File: config.mk
export PLATFORM = sky130hd
export DESIGN_NAME = canonical_line_editor_flat
export DESIGN_NICKNAME = d
export VERILOG_FILES = /design/src/design/cle_pkg.sv /design/src/design/cle_in_if.sv /design/src/design/cle_out_if.sv /design/src/design/cle_ram.sv /design/src/design/cle_editor.sv /design/src/design/cle_beat.sv /design/src/design/canonical_line_editor.sv /design/src/flat_wrapper.sv
export SDC_FILE = /design/constraint.sdc
export NUM_CORES = 2
export LEC_CHECK = 0
export BUFFER_PORTS_ARGS = -buffer_cell sky130_fd_sc_hd__buf_2
export CORE_ASPECT_RATIO = 0.5
export CORE_MARGIN = 2
export CORE_UTILIZATION = 40
export CTS_CLUSTER_SIZE = 16
export DETAILED_ROUTE_END_ITERATION = 7
export PLACE_DENSITY_LB_ADDON = 0.05
export SETUP_SLACK_MARGIN = 0.4
export SYNTH_ARGS = -nofsm -noshare
export SYNTH_HDL_FRONTEND = slang
export SYNTH_SLANG_ARGS = --single-unit
File: constraint.sdc
create_clock -name clk -period 4.5 [get_ports clk]
set_input_delay 0 -clock clk [delete_from_list [all_inputs] [get_ports clk]]
set_output_delay 0 -clock clk [all_outputs]
set_load 0.05 [all_outputs]
File: src/design/cle_pkg.sv
// ----------------------------------------------------------------------------
// cle_pkg: shared types and constants of the canonical line editor
// Result kinds, internal result descriptors, character codes and defaults.
// ----------------------------------------------------------------------------
package cle_pkg;

    localparam int DEFAULT_BUFFER_DEPTH = 256;

    localparam logic       ECHO_ENABLE_RESET = 1'b1;
    localparam logic [8:0] LINE_LENGTH_RESET = 9'd64;

    // Register indexes on the configuration port
    localparam logic REG_ECHO_ENABLE = 1'b0;
    localparam logic REG_LINE_LENGTH = 1'b1;

    // Item commands
    localparam logic CMD_KEY  = 1'b0;
    localparam logic CMD_READ = 1'b1;

    // Character codes
    localparam logic [7:0] CHAR_EOT   = 8'h04;
    localparam logic [7:0] CHAR_BS    = 8'h08;
    localparam logic [7:0] CHAR_LF    = 8'h0A;
    localparam logic [7:0] CHAR_CR    = 8'h0D;
    localparam logic [7:0] CHAR_SPACE = 8'h20;
    localparam logic [7:0] CHAR_TILDE = 8'h7E;

    typedef enum logic [2:0] {
        KIND_ECHO      = 3'd0,
        KIND_DATA      = 3'd1,
        KIND_EOF       = 3'd2,
        KIND_NOT_READY = 3'd3,
        KIND_REFUSED   = 3'd4
    } kind_t;

    // What an accepted item turns into on the result side
    typedef enum logic [2:0] {
        OP_NONE,
        OP_ECHO,
        OP_BACKSPACE,
        OP_DATA,
        OP_EOF,
        OP_NOT_READY,
        OP_REFUSED
    } op_t;

    typedef struct packed {
        op_t        op;
        logic [7:0] ch;
        logic       line_end;
    } desc_t;

    typedef struct packed {
        logic       echo_enable;
        logic [8:0] line_length;
    } cfg_t;

endpackage

File: src/design/cle_in_if.sv
// ----------------------------------------------------------------------------
// cle_in_if: item channel of the line editor
// Valid/ready channel carrying a command and a received key byte.
// ----------------------------------------------------------------------------
interface cle_in_if;
    logic       valid;
    logic       ready;
    logic       cmd;
    logic [7:0] key_char;

    modport source (output valid, output cmd, output key_char, input ready);
    modport sink   (input valid, input cmd, input key_char, output ready);
endinterface

File: src/design/cle_out_if.sv
// ----------------------------------------------------------------------------
// cle_out_if: result channel of the line editor
// Valid/ready channel carrying one result beat.
// ----------------------------------------------------------------------------
interface cle_out_if;
    logic       valid;
    logic       ready;
    logic [2:0] kind;
    logic [7:0] data_byte;
    logic       line_end;
    logic       last;

    modport source (output valid, output kind, output data_byte, output line_end,
                    output last, input ready);
    modport sink   (input valid, input kind, input data_byte, input line_end,
                    input last, output ready);
endinterface

File: src/design/cle_ram.sv
// ----------------------------------------------------------------------------
// cle_ram: generic single-port-write, single-port-read RAM
// One write and one registered read per cycle; read data holds when idle.
// ----------------------------------------------------------------------------
module cle_ram #(
    parameter int WIDTH = 8,
    parameter int DEPTH = 256
) (
    input  logic                     clk,
    input  logic                     wr_en,
    input  logic [$clog2(DEPTH)-1:0] wr_addr,
    input  logic [WIDTH-1:0]         wr_data,
    input  logic                     rd_en,
    input  logic [$clog2(DEPTH)-1:0] rd_addr,
    output logic [WIDTH-1:0]         rd_data
);

    logic [WIDTH-1:0] mem_reg [DEPTH];
    logic [WIDTH-1:0] rd_data_reg;

    always_ff @(posedge clk)
    begin
        if (wr_en)
        begin
            mem_reg[wr_addr] <= wr_data;
        end
        if (rd_en)
        begin
            rd_data_reg <= mem_reg[rd_addr];
        end
    end

    assign rd_data = rd_data_reg;

endmodule

File: src/design/cle_editor.sv
// ----------------------------------------------------------------------------
// cle_editor: line state and line store access
// Updates positions per item, writes keys, reads line bytes, emits descriptors.
// ----------------------------------------------------------------------------
module cle_editor #(
    parameter int BUFFER_DEPTH = cle_pkg::DEFAULT_BUFFER_DEPTH
) (
    input  logic           clk,
    input  logic           rst_n,
    input  cle_pkg::cfg_t  cfg,
    cle_in_if.sink         item,
    output logic           desc_valid,
    input  logic           desc_ready,
    output cle_pkg::desc_t desc
);

    localparam int AW = $clog2(BUFFER_DEPTH);
    localparam int PW = $clog2(BUFFER_DEPTH + 1);
    localparam int LW = (PW > 9) ? PW : 9;

    logic [PW-1:0] wp_reg, wp_next;
    logic [PW-1:0] rp_reg, rp_next;
    logic          pending_reg, pending_next;
    logic          s1_valid_reg, s1_valid_next;
    cle_pkg::desc_t s1_desc_reg, desc_new;

    logic          accept;
    logic [LW-1:0] len_clip;
    logic [LW-1:0] cap_full;
    logic [PW-1:0] cap;
    logic [PW-1:0] rp_inc;
    logic [7:0]    c;
    logic          show;
    logic          wr_en;
    logic          rd_en;
    logic [7:0]    rd_data;

    // Capacity: min(line_length, depth) - 3, floored at zero
    always_comb
    begin
        len_clip = (LW'(cfg.line_length) > LW'(BUFFER_DEPTH))
                   ? LW'(BUFFER_DEPTH) : LW'(cfg.line_length);
        cap_full = (len_clip > LW'(3)) ? len_clip - LW'(3) : '0;
        cap      = cap_full[PW-1:0];
    end

    assign item.ready = !s1_valid_reg || desc_ready;
    assign accept     = item.valid && item.ready;
    assign rp_inc     = rp_reg + PW'(1);
    assign c          = (item.key_char == cle_pkg::CHAR_CR) ? cle_pkg::CHAR_LF
                                                            : item.key_char;

    always_comb
    begin
        wp_next           = wp_reg;
        rp_next           = rp_reg;
        pending_next      = pending_reg;
        wr_en             = 1'b0;
        rd_en             = 1'b0;
        show              = 1'b0;
        desc_new.op       = cle_pkg::OP_NONE;
        desc_new.ch       = c;
        desc_new.line_end = 1'b0;
        if (item.cmd == cle_pkg::CMD_READ)
        begin
            if (!pending_reg)
            begin
                desc_new.op = cle_pkg::OP_NOT_READY;
            end
            else if (rp_reg >= wp_reg)
            begin
                desc_new.op  = cle_pkg::OP_EOF;
                wp_next      = '0;
                rp_next      = '0;
                pending_next = 1'b0;
            end
            else
            begin
                desc_new.op = cle_pkg::OP_DATA;
                rd_en       = accept;
                rp_next     = rp_inc;
                if (rp_inc >= wp_reg)
                begin
                    desc_new.line_end = 1'b1;
                    wp_next           = '0;
                    rp_next           = '0;
                    pending_next      = 1'b0;
                end
            end
        end
        else if (pending_reg)
        begin
            desc_new.op = cle_pkg::OP_REFUSED;
        end
        else if (c == cle_pkg::CHAR_EOT)
        begin
            pending_next = 1'b1;
            rp_next      = '0;
        end
        else if (c == cle_pkg::CHAR_BS)
        begin
            if (wp_reg != '0)
            begin
                wp_next = wp_reg - PW'(1);
                if (cfg.echo_enable)
                begin
                    desc_new.op = cle_pkg::OP_BACKSPACE;
                end
            end
        end
        else
        begin
            show = (c == cle_pkg::CHAR_LF) ||
                   (cfg.echo_enable && c >= cle_pkg::CHAR_SPACE &&
                    c <= cle_pkg::CHAR_TILDE);
            if (wp_reg < cap)
            begin
                wr_en   = accept;
                wp_next = wp_reg + PW'(1);
            end
            else
            begin
                show = 1'b0;
            end
            if (show)
            begin
                desc_new.op = cle_pkg::OP_ECHO;
            end
            if (c == cle_pkg::CHAR_LF)
            begin
                pending_next = 1'b1;
                rp_next      = '0;
            end
        end
    end

    always_comb
    begin
        s1_valid_next = s1_valid_reg && !desc_ready;
        if (accept)
        begin
            s1_valid_next = (desc_new.op != cle_pkg::OP_NONE);
        end
    end

    always_ff @(posedge clk or negedge rst_n)
    begin
        if (!rst_n)
        begin
            wp_reg       <= '0;
            rp_reg       <= '0;
            pending_reg  <= 1'b0;
            s1_valid_reg <= 1'b0;
        end
        else
        begin
            s1_valid_reg <= s1_valid_next;
            if (accept)
            begin
                wp_reg      <= wp_next;
                rp_reg      <= rp_next;
                pending_reg <= pending_next;
            end
        end
    end

    always_ff @(posedge clk)
    begin
        if (accept)
        begin
            s1_desc_reg <= desc_new;
        end
    end

    cle_ram #(
        .WIDTH (8),
        .DEPTH (BUFFER_DEPTH)
    ) u_line_store (
        .clk     (clk),
        .wr_en   (wr_en),
        .wr_addr (wp_reg[AW-1:0]),
        .wr_data (c),
        .rd_en   (rd_en),
        .rd_addr (rp_reg[AW-1:0]),
        .rd_data (rd_data)
    );

    // Read data arrives with the descriptor; it holds while the stage stalls
    always_comb
    begin
        desc = s1_desc_reg;
        if (s1_desc_reg.op == cle_pkg::OP_DATA)
        begin
            desc.ch = rd_data;
        end
    end

    assign desc_valid = s1_valid_reg;

endmodule

File: src/design/cle_beat.sv
// ----------------------------------------------------------------------------
// cle_beat: result beat sequencer
// Holds one descriptor and expands it into one or three result transfers.
// ----------------------------------------------------------------------------
module cle_beat (
    input  logic           clk,
    input  logic           rst_n,
    input  logic           desc_valid,
    output logic           desc_ready,
    input  cle_pkg::desc_t desc,
    cle_out_if.source      result
);

    logic           busy_reg, busy_next;
    logic [1:0]     idx_reg, idx_next;
    cle_pkg::desc_t cur_reg;
    logic           is_last;
    logic           load;

    assign is_last    = (cur_reg.op != cle_pkg::OP_BACKSPACE) || (idx_reg == 2'd2);
    assign desc_ready = !busy_reg || (result.ready && is_last);
    assign load       = desc_ready && desc_valid;

    always_comb
    begin
        busy_next = busy_reg;
        idx_next  = idx_reg;
        if (desc_ready)
        begin
            busy_next = desc_valid;
            idx_next  = '0;
        end
        else if (result.ready)
        begin
            idx_next = idx_reg + 2'd1;
        end
    end

    always_ff @(posedge clk or negedge rst_n)
    begin
        if (!rst_n)
        begin
            busy_reg <= 1'b0;
            idx_reg  <= '0;
        end
        else
        begin
            busy_reg <= busy_next;
            idx_reg  <= idx_next;
        end
    end

    always_ff @(posedge clk)
    begin
        if (load)
        begin
            cur_reg <= desc;
        end
    end

    always_comb
    begin
        result.kind      = cle_pkg::KIND_ECHO;
        result.data_byte = '0;
        case (cur_reg.op)
            cle_pkg::OP_ECHO:
            begin
                result.data_byte = cur_reg.ch;
            end
            cle_pkg::OP_BACKSPACE:
            begin
                result.data_byte = (idx_reg == 2'd1) ? cle_pkg::CHAR_SPACE
                                                     : cle_pkg::CHAR_BS;
            end
            cle_pkg::OP_DATA:
            begin
                result.kind      = cle_pkg::KIND_DATA;
                result.data_byte = cur_reg.ch;
            end
            cle_pkg::OP_EOF:       result.kind = cle_pkg::KIND_EOF;
            cle_pkg::OP_NOT_READY: result.kind = cle_pkg::KIND_NOT_READY;
            cle_pkg::OP_REFUSED:   result.kind = cle_pkg::KIND_REFUSED;
            default:               result.kind = cle_pkg::KIND_ECHO;
        endcase
    end

    assign result.valid    = busy_reg;
    assign result.line_end = (cur_reg.op == cle_pkg::OP_DATA) && cur_reg.line_end;
    assign result.last     = is_last;

endmodule

File: src/design/canonical_line_editor.sv
// ----------------------------------------------------------------------------
// canonical_line_editor: canonical terminal line editor
// Edits one line from keystrokes with echo, then hands it out byte by byte.
// ----------------------------------------------------------------------------
// The item transfer loads its descriptor and line store read into the editor
// stage register; the beat sequencer then loads both into its result register,
// from which the first result is offered. Throughput: one item per cycle
// while each item yields at most one result and results are taken as offered;
// a backspace echo holds the single result register for three transfers.
// Reset: line empty, no line pending, pipeline empty, echo on, length 64. The
// line store is not cleared; no entry is read before it was written.
// ----------------------------------------------------------------------------
module canonical_line_editor #(
    parameter int BUFFER_DEPTH = cle_pkg::DEFAULT_BUFFER_DEPTH
) (
    input  logic        clk,
    input  logic        rst_n,
    cle_in_if.sink      item,
    cle_out_if.source   result,
    input  logic        psel,
    input  logic        penable,
    input  logic        pwrite,
    input  logic [2:0]  paddr,
    input  logic [31:0] pwdata,
    output logic [31:0] prdata,
    output logic        pready
);

    logic           echo_enable_reg;
    logic [8:0]     line_length_reg;
    logic           cfg_write;
    logic           reg_index;
    cle_pkg::cfg_t  cfg;
    logic           desc_valid;
    logic           desc_ready;
    cle_pkg::desc_t desc;

    // ------------------------------------------------------------------
    // Configuration port: zero wait states; register index is the word
    // address, the byte offset bits are ignored.
    // ------------------------------------------------------------------
    assign pready    = 1'b1;
    assign reg_index = paddr[2];
    assign cfg_write = psel && penable && pwrite && pready;

    always_ff @(posedge clk or negedge rst_n)
    begin
        if (!rst_n)
        begin
            echo_enable_reg <= cle_pkg::ECHO_ENABLE_RESET;
            line_length_reg <= cle_pkg::LINE_LENGTH_RESET;
        end
        else if (cfg_write)
        begin
            if (reg_index == cle_pkg::REG_ECHO_ENABLE)
            begin
                echo_enable_reg <= pwdata[0];
            end
            else
            begin
                line_length_reg <= pwdata[8:0];
            end
        end
    end

    // Read back: return the addressed register, zero extended
    always_comb
    begin
        case (reg_index)
            cle_pkg::REG_ECHO_ENABLE: prdata = {31'b0, echo_enable_reg};
            cle_pkg::REG_LINE_LENGTH: prdata = {23'b0, line_length_reg};
            default:                  prdata = '0;
        endcase
    end

    assign cfg.echo_enable = echo_enable_reg;
    assign cfg.line_length = line_length_reg;

    // ------------------------------------------------------------------
    // Editor: line positions and pending flag live here; the line store is
    // written on keystrokes and read on line reads. Writes happen only while
    // no line is pending and data reads only while one is, so a store entry
    // is never read in the same cycle it is written.
    // ------------------------------------------------------------------
    cle_editor #(
        .BUFFER_DEPTH (BUFFER_DEPTH)
    ) u_editor (
        .clk        (clk),
        .rst_n      (rst_n),
        .cfg        (cfg),
        .item       (item),
        .desc_valid (desc_valid),
        .desc_ready (desc_ready),
        .desc       (desc)
    );

    // ------------------------------------------------------------------
    // Result side: hold one descriptor and advance through its beats; the
    // next descriptor loads in the same cycle the last beat transfers.
    // ------------------------------------------------------------------
    cle_beat u_beat (
        .clk        (clk),
        .rst_n      (rst_n),
        .desc_valid (desc_valid),
        .desc_ready (desc_ready),
        .desc       (desc),
        .result     (result)
    );

endmodule
File: src/flat_wrapper.sv
// flat-port wrapper written by rule: the top's interface ports become plain ports
module canonical_line_editor_flat 
#(
    parameter int BUFFER_DEPTH = cle_pkg::DEFAULT_BUFFER_DEPTH
)
  (clk, rst_n, psel, penable, pwrite, paddr, pwdata, prdata, pready, item_valid, item_cmd, item_key_char, item_ready, result_valid, result_kind, result_data_byte, result_line_end, result_last, result_ready);
  cle_in_if item_i ();
  cle_out_if result_i ();
  input  logic clk;
  input  logic rst_n;
  input  logic psel;
  input  logic penable;
  input  logic pwrite;
  input  logic [2:0] paddr;
  input  logic [31:0] pwdata;
  output logic [31:0] prdata;
  output logic pready;
  input wire logic [$bits(item_i.valid)-1:0] item_valid;
  input wire logic [$bits(item_i.cmd)-1:0] item_cmd;
  input wire logic [$bits(item_i.key_char)-1:0] item_key_char;
  output wire logic [$bits(item_i.ready)-1:0] item_ready;
  output wire logic [$bits(result_i.valid)-1:0] result_valid;
  output wire logic [$bits(result_i.kind)-1:0] result_kind;
  output wire logic [$bits(result_i.data_byte)-1:0] result_data_byte;
  output wire logic [$bits(result_i.line_end)-1:0] result_line_end;
  output wire logic [$bits(result_i.last)-1:0] result_last;
  input wire logic [$bits(result_i.ready)-1:0] result_ready;
  assign item_i.valid = item_valid;
  assign item_i.cmd = item_cmd;
  assign item_i.key_char = item_key_char;
  assign item_ready = item_i.ready;
  assign result_valid = result_i.valid;
  assign result_kind = result_i.kind;
  assign result_data_byte = result_i.data_byte;
  assign result_line_end = result_i.line_end;
  assign result_last = result_i.last;
  assign result_i.ready = result_ready;
  canonical_line_editor #(.BUFFER_DEPTH(BUFFER_DEPTH)) u_core (.clk(clk), .rst_n(rst_n), .item(item_i), .result(result_i), .psel(psel), .penable(penable), .pwrite(pwrite), .paddr(paddr), .pwdata(pwdata), .prdata(prdata), .pready(pready));
endmodule
# Word level (Yosys, flattened, before mapping)
# Memory sizes are Yosys's and may differ from the RTL's. A register that Yosys moved wholly into a read port is not among the register bits.
# Index checks and enable logic that the tools add are counted.
# classes
addsub,5
mul,0
div,0
order_cmp,7
eq_ne,20
shifts,0
mux,61
n_bitwise,3
n_reduce_logical,27
# ops
cell,n
$mux 9,19
$pmux 32 s2,1
$mux 1,26
$eq 8x4->1 const B,3
$add 9x1->9 const B,2
$ge 9x9->1,2
$mux 3,6
$mux 8,2
$pmux 8 s2,1
$pmux 3 s4,1
$eq 3x2->1 const B,3
$eq 3x3->1 const B,3
$gt 9x2->1 const B,1
$gt 9x9->1 const B,1
$logic_and 1x1->1,9
$lt 9x9->1,1
$reduce_bool 3->1,3
$reduce_bool 9->1,1
$sub 9x1->9 const B,1
$sub 9x2->9 const B,1
$eq 8x3->1 const B,1
$ge 8x6->1 const B,1
$le 8x7->1 const B,1
$mux 2,4
19 further kinds,29
# totals
reg_bits,57
latch_bits,0
ramBits,2048
romBits,0
out_inout_bits,48
memories,1
# mem_list
name,depth,width,read_ports,rd_clocked_by_memory_dff,write_ports,line_no,rtl
u_core.u_editor.u_line_store.mem_reg,256,8,1,1,1,cle_ram.sv:18,logic [WIDTH-1:0] mem_reg [DEPTH];

# Depth between registers and ports, before layout
# depth
depth_word,18
depth_mapped,19
depth_no_buf,14

# By module
# Synthesis repeated with hierarchy kept, for this count alone.
# unflattened
cells_unflattened,4158
area_unflattened_um2,83910.5
# modules_own_cells
module,instances,cells_per_inst,area_each_um2,seq_area_each_um2
cle_ram,1,3733,79636.4,61739.2
cle_editor,1,316,2959.1,860.8
cle_beat,1,51,674.4,435.4
canonical_line_editor,1,58,640.6,252.7

# Least setup slack after synthesis
# No wires, ideal clock.
# synth_timing
path_type,in2reg
start,input port item_key_char[4]
end,"register u_core.u_editor.s1_desc_reg[1] (netlist name), data pin"
setup_time_ns,2.289
arrival_time_ns,10.564
required_time_ns,2.211
slack_ns,-8.352
path_stages,3
path_cell_list,or4_1 -> nor3b_1 -> a21boi_0
# synth_via
elab_chain_cells,2
# synth_lines
item,line_no,rtl
"start, declared",flat_wrapper.sv:20,input wire logic [$bits(item_i.key_char)-1:0] item_key_char;
$eq 8x4->1,cle_editor.sv:50,assign c = (item.key_char == cle_pkg::CHAR_CR) ? cle_pkg::CHAR_LF
$mux 8,cle_editor.sv:50,
via u_core.u_editor.c[0],cle_editor.sv:32,logic [7:0] c;
"end signal, assigned",cle_editor.sv:171,s1_desc_reg <= desc_new;
"end, declared",cle_editor.sv:25,"cle_pkg::desc_t s1_desc_reg, desc_new;"
# The timed path passes the listed nets, and every way through them passes these cells.
# A chain may end at the register's enable or synchronous reset.

# Final worst setup path
# layout_timing
start,register u_core.u_editor.rp_reg[1]
end,"register u_core.u_editor.u_line_store.rd_data_reg[5], in the netlist u_core.u_editor.u_line_store.rd_data[5] (read register of u_core.u_editor.u_line_store.mem_reg), data pin"
# layout_via
elab_chain_cells,4
# layout_lines
item,line_no,rtl
"start, declared",cle_editor.sv:22,"logic [PW-1:0] rp_reg, rp_next;"
"start signal, assigned",cle_editor.sv:161,rp_reg <= rp_next;
$ge 9x9->1,cle_editor.sv:70,else if (rp_reg >= wp_reg)
$mux 1,cle_editor.sv:70,
$mux 1,cle_editor.sv:66,if (!pending_reg)
$mux 1,cle_editor.sv:64,if (item.cmd == cle_pkg::CMD_READ)
"end, declared",cle_ram.sv:19,logic [WIDTH-1:0] rd_data_reg;
# Parallel ways exist; a longest one is shown, timed or not.

==> results.toml <==
[run_status]
outcome = "finished, violations left"
violations = "DRC"

[global_routing]
antenna_found_initial = 23
grt_pass1_wl_um = 352000
grt_max_degree = 189
grt-ovfl-total = 0
grt_pass1_vias = 45694
grtUsageTotal_pct = 23.1

[clock_tree]
path_clk_slew_ps = 70
insertion_delay_ps = 840
cts_buffers = 197
htreeDepth = 4
clock_path_buffers = 4
tritoncts = "done"
clock_sinks = 2113
cts-root-buf = "clkbuf_16"

[synthesis]
synth-edff-count = 2080
synth.top_cell.area_share_pct = 73.5
synth_area_leaders = "edfxtp_1 74%, mux4_2 9.0%, mux2i_1 4.1%, nor2_1 1.5%, o221ai_1 1.2%"
synth_common_cells = "2,080 x edfxtp_1, 348 x mux2i_1, 343 x nor2_1"
synth_cells = 4470
netlist.top_cell.by_area = "edfxtp_1"
ys_seq_area_share_pct = 74.5
yosysWarnings = 0
yosysMostFrequentCell = "edfxtp_1"
async_flop_share_pct = 1.56
syn_avg_cell_area_um2 = 19.0
mappedNetlistArea_um2 = 84900
synth.distinct_cells = 79
synth-seq-cells = 2113
synth-main-ff-cell = "edfxtp_1"

[setup_path]
crit_path_end_kind = "flip-flop"
r2r_start = "u_core.u_editor.rp_reg[1]$_DFFE_PN0P_"
reg2reg_to = "u_core.u_editor.u_line_store.rd_data[5]$_DFFE_PP_"
critPathRequiredTime_ps = 5100
reg2reg_setup_slack_ps = 430
worstPathMaxFanout = 33
ff2ff_path_depth = 12
arrival_ps = 4670
startpoint_type = "flip-flop"
worst-setup-path-type = "reg -> reg"

[timing]
worst_clock_skew_ps = 30.4
setup_viol = 0
finalHoldViolCount = 0
final.min_clock_period_ps = 4070
tightestPinTransition_ps = 1320
rsz0062_at_grt = "false"
relSlewSlack_pct = 12.0
period_share_pct = 90.5
tns_ps = 0
slew_violations = 0
max_freq_mhz = 246

[layout]
n_fill_cell = 17882
nets = 5155
multi_input_area_um2 = 20000
largest_reg_flops = 2048
fin_area_um2 = 98800
seq_area_um2 = 63300
drive_gt1_share_pct = 25.7
area_growth_pct = 16.3

[detailed_routing]
drc = 10
drt-initial-drc-count = 5317
antenna_left = 0
dr.pass1.iters = 8
via_count = 45753
drt-total-wl_um = 253000
dr_wl_met3_um = 18100
dr_wl_met2_um = 116000
top_layer = "met5"
met1_length_um = 115000
routed_via_density = 5.68
wl_per_cell_um = 31.4

[floorplanning]
dieArea_um2 = 216000
die_w_um = 656
ios = 99
fp.coreArea_um2 = 211000
initial_core_util_pct = 40.3
die_h_um = 330
rows = 119

[power]
power_frac_comb_pct = 26.0
ir_drop_mv = 0.541
pwr-share-seq_pct = 42.2
leakage_nw = 32.1
p_int_mw = 36.3
powerDensity_nw_per_um2 = 527
power.switching_mw = 15.7
clkPwrFrac_pct = 31.8
p_sw_share_pct = 30.2

[placed_design]
io_buffers = 49
gp_congestion = 0.834
hpwl_um = 157000
dpl_cell_area_um2 = 91600

[run]
drv_cap = 0

[hold_path]
holdPathStages = 5
hp-start = "result_ready"
min_path_type = "in -> reg"
min_to = "u_core.u_beat.idx_reg[0]$_DFFE_PN0P_"
==> critical path: stages, from the launching register on <==
cell and delay [ps]:
dfrtp_4 640, nand2_8 320, buf_12 280, buf_4 380, buf_4 340, o221ai_1 200, o22ai_1 250, a211oi_1 80
nor4_1 560, buf_4 210, nand2_1 40, and3_1 240, buf_4 170
==> cells by family after synthesis <==
| family | share of synthesized area (%) |
|---|---|
| XOR/XNOR | 0.165 |
| buffers and inverters | 2.45 |
| adder cells (fa/ha/maj) | 0.613 |
| AO/OA/AOI/OAI | 4.26 |
| flip-flops | 74.5 |
| other | 0.00884 |
| AND/OR/NAND/NOR | 4.00 |
| multiplexers | 14.0 |
==> power groups by stage <==
| stage | registers [mW] | logic [mW] | clock network (mW) |
|---|---|---|---|
| after global routing | 22.0 | 14.3 | 17.7 |
| after CTS | 22.0 | 13.7 | 16.9 |
| final | 22.0 | 13.5 | 16.5 |
| after floorplan | 22.3 | 8.88 | 0 |
| after global placement | 22.5 | 13.5 | 0 |
| after detailed placement | 22.5 | 13.5 | 0 |
==> cell usage in the layout, fill, tap and decap left out, types with 21 or more instances in the layout <==
cell	synthesis	final
a21oi_1	117	116
and2_1	22	22
buf_12	10	38
buf_2	60	44
buf_4	49	504
buf_6	41	21
clkbuf_1	102	37
clkbuf_16	0	203
clkinv_1	1	45
clkinv_2	0	34
conb_1	2	24
dfrtp_1	31	22
dlygate4sd3_1	0	47
edfxtp_1	2080	2080
ha_1	40	39
inv_1	22	21
mux2_2	33	33
mux2i_1	348	348
mux4_2	340	340
nand2_1	112	97
nand3_1	47	41
nor2_1	343	326
nor3_1	79	77
nor4_1	30	26
o21ai_0	56	54
o221ai_1	119	119
o22ai_1	79	78
==> worst max path at each step <==
| stage | from | end | cells after the start |
|---|---|---|---|
| floorplan | item_key_char[4] | u_core.u_editor.s1_desc_reg[1]$_DFFE_PP_ | 3 |
| global placement | u_core.line_length_reg[0]$_DFFE_PN0P_ | u_core.u_editor.u_line_store.mem_reg[25][1]$_DFFE_PP_ | 16 |
| detailed placement | u_core.u_editor.rp_reg[0]$_DFFE_PN0P_ | u_core.u_editor.u_line_store.rd_data[3]$_DFFE_PP_ | 8 |
| CTS | u_core.line_length_reg[8]$_DFFE_PN0P_ | u_core.u_editor.u_line_store.mem_reg[129][2]$_DFFE_PP_ | 17 |
| global route | u_core.line_length_reg[8]$_DFFE_PN0P_ | u_core.u_editor.u_line_store.mem_reg[189][0]$_DFFE_PP_ | 17 |
| finish | u_core.u_editor.rp_reg[1]$_DFFE_PN0P_ | u_core.u_editor.u_line_store.rd_data[5]$_DFFE_PP_ | 12 |
==> stage by stage <==
step / cells / hold WS (ps) / total power [mW] / utilization, % / setup WS (ps)
floorplan: 4492 / -296 / 31.2 / - / -609
CTS: 8046 / 26.9 / 52.5 / 46.6 / 410
global placement: 7647 / 160 / 35.9 / 43.4 / 155
finish: 8059 / 89.1 / 52.1 / 46.8 / 428
detailed placement: 7647 / 163 / 35.9 / 43.4 / 192
global route: 8055 / 66.6 / 53.9 / 46.8 / 338
==> layer usage <==
layer / vias up / track usage [%]
met5: - / 0
met4: 6 / 4.30
met3: 288 / 4.14
met2: 1616 / 36.4
met1: 24371 / 34.2
li1: 19472 / -
==> what timing repair did <==
| action | 4_1_cts | 5_1_grt |
|---|---|---|
| gates cloned | 0 | 2 |
| gates resized for setup | 10 | 79 |
| endpoints found under the hold margin | 451 | 0 |
| buffers inserted | 3 | 7 |
| hold buffers | 48 | 0 |
| pin swaps | 0 | 7 |
| setup endpoints to repair | 371 | 2055 |
==> cell type report <==
class	count	share of cell area [%]
timing repair buffer	661	5.67
multi-input combinational	2067	20.3
clock buffer	238	5.23
inverter	23	0.0950
sequential	2113	64.1
tap	2843	3.60
antenna	4	0.0101
clock inverter	110	1.02
No activity file was read; power rests on OpenSTA's default activity.
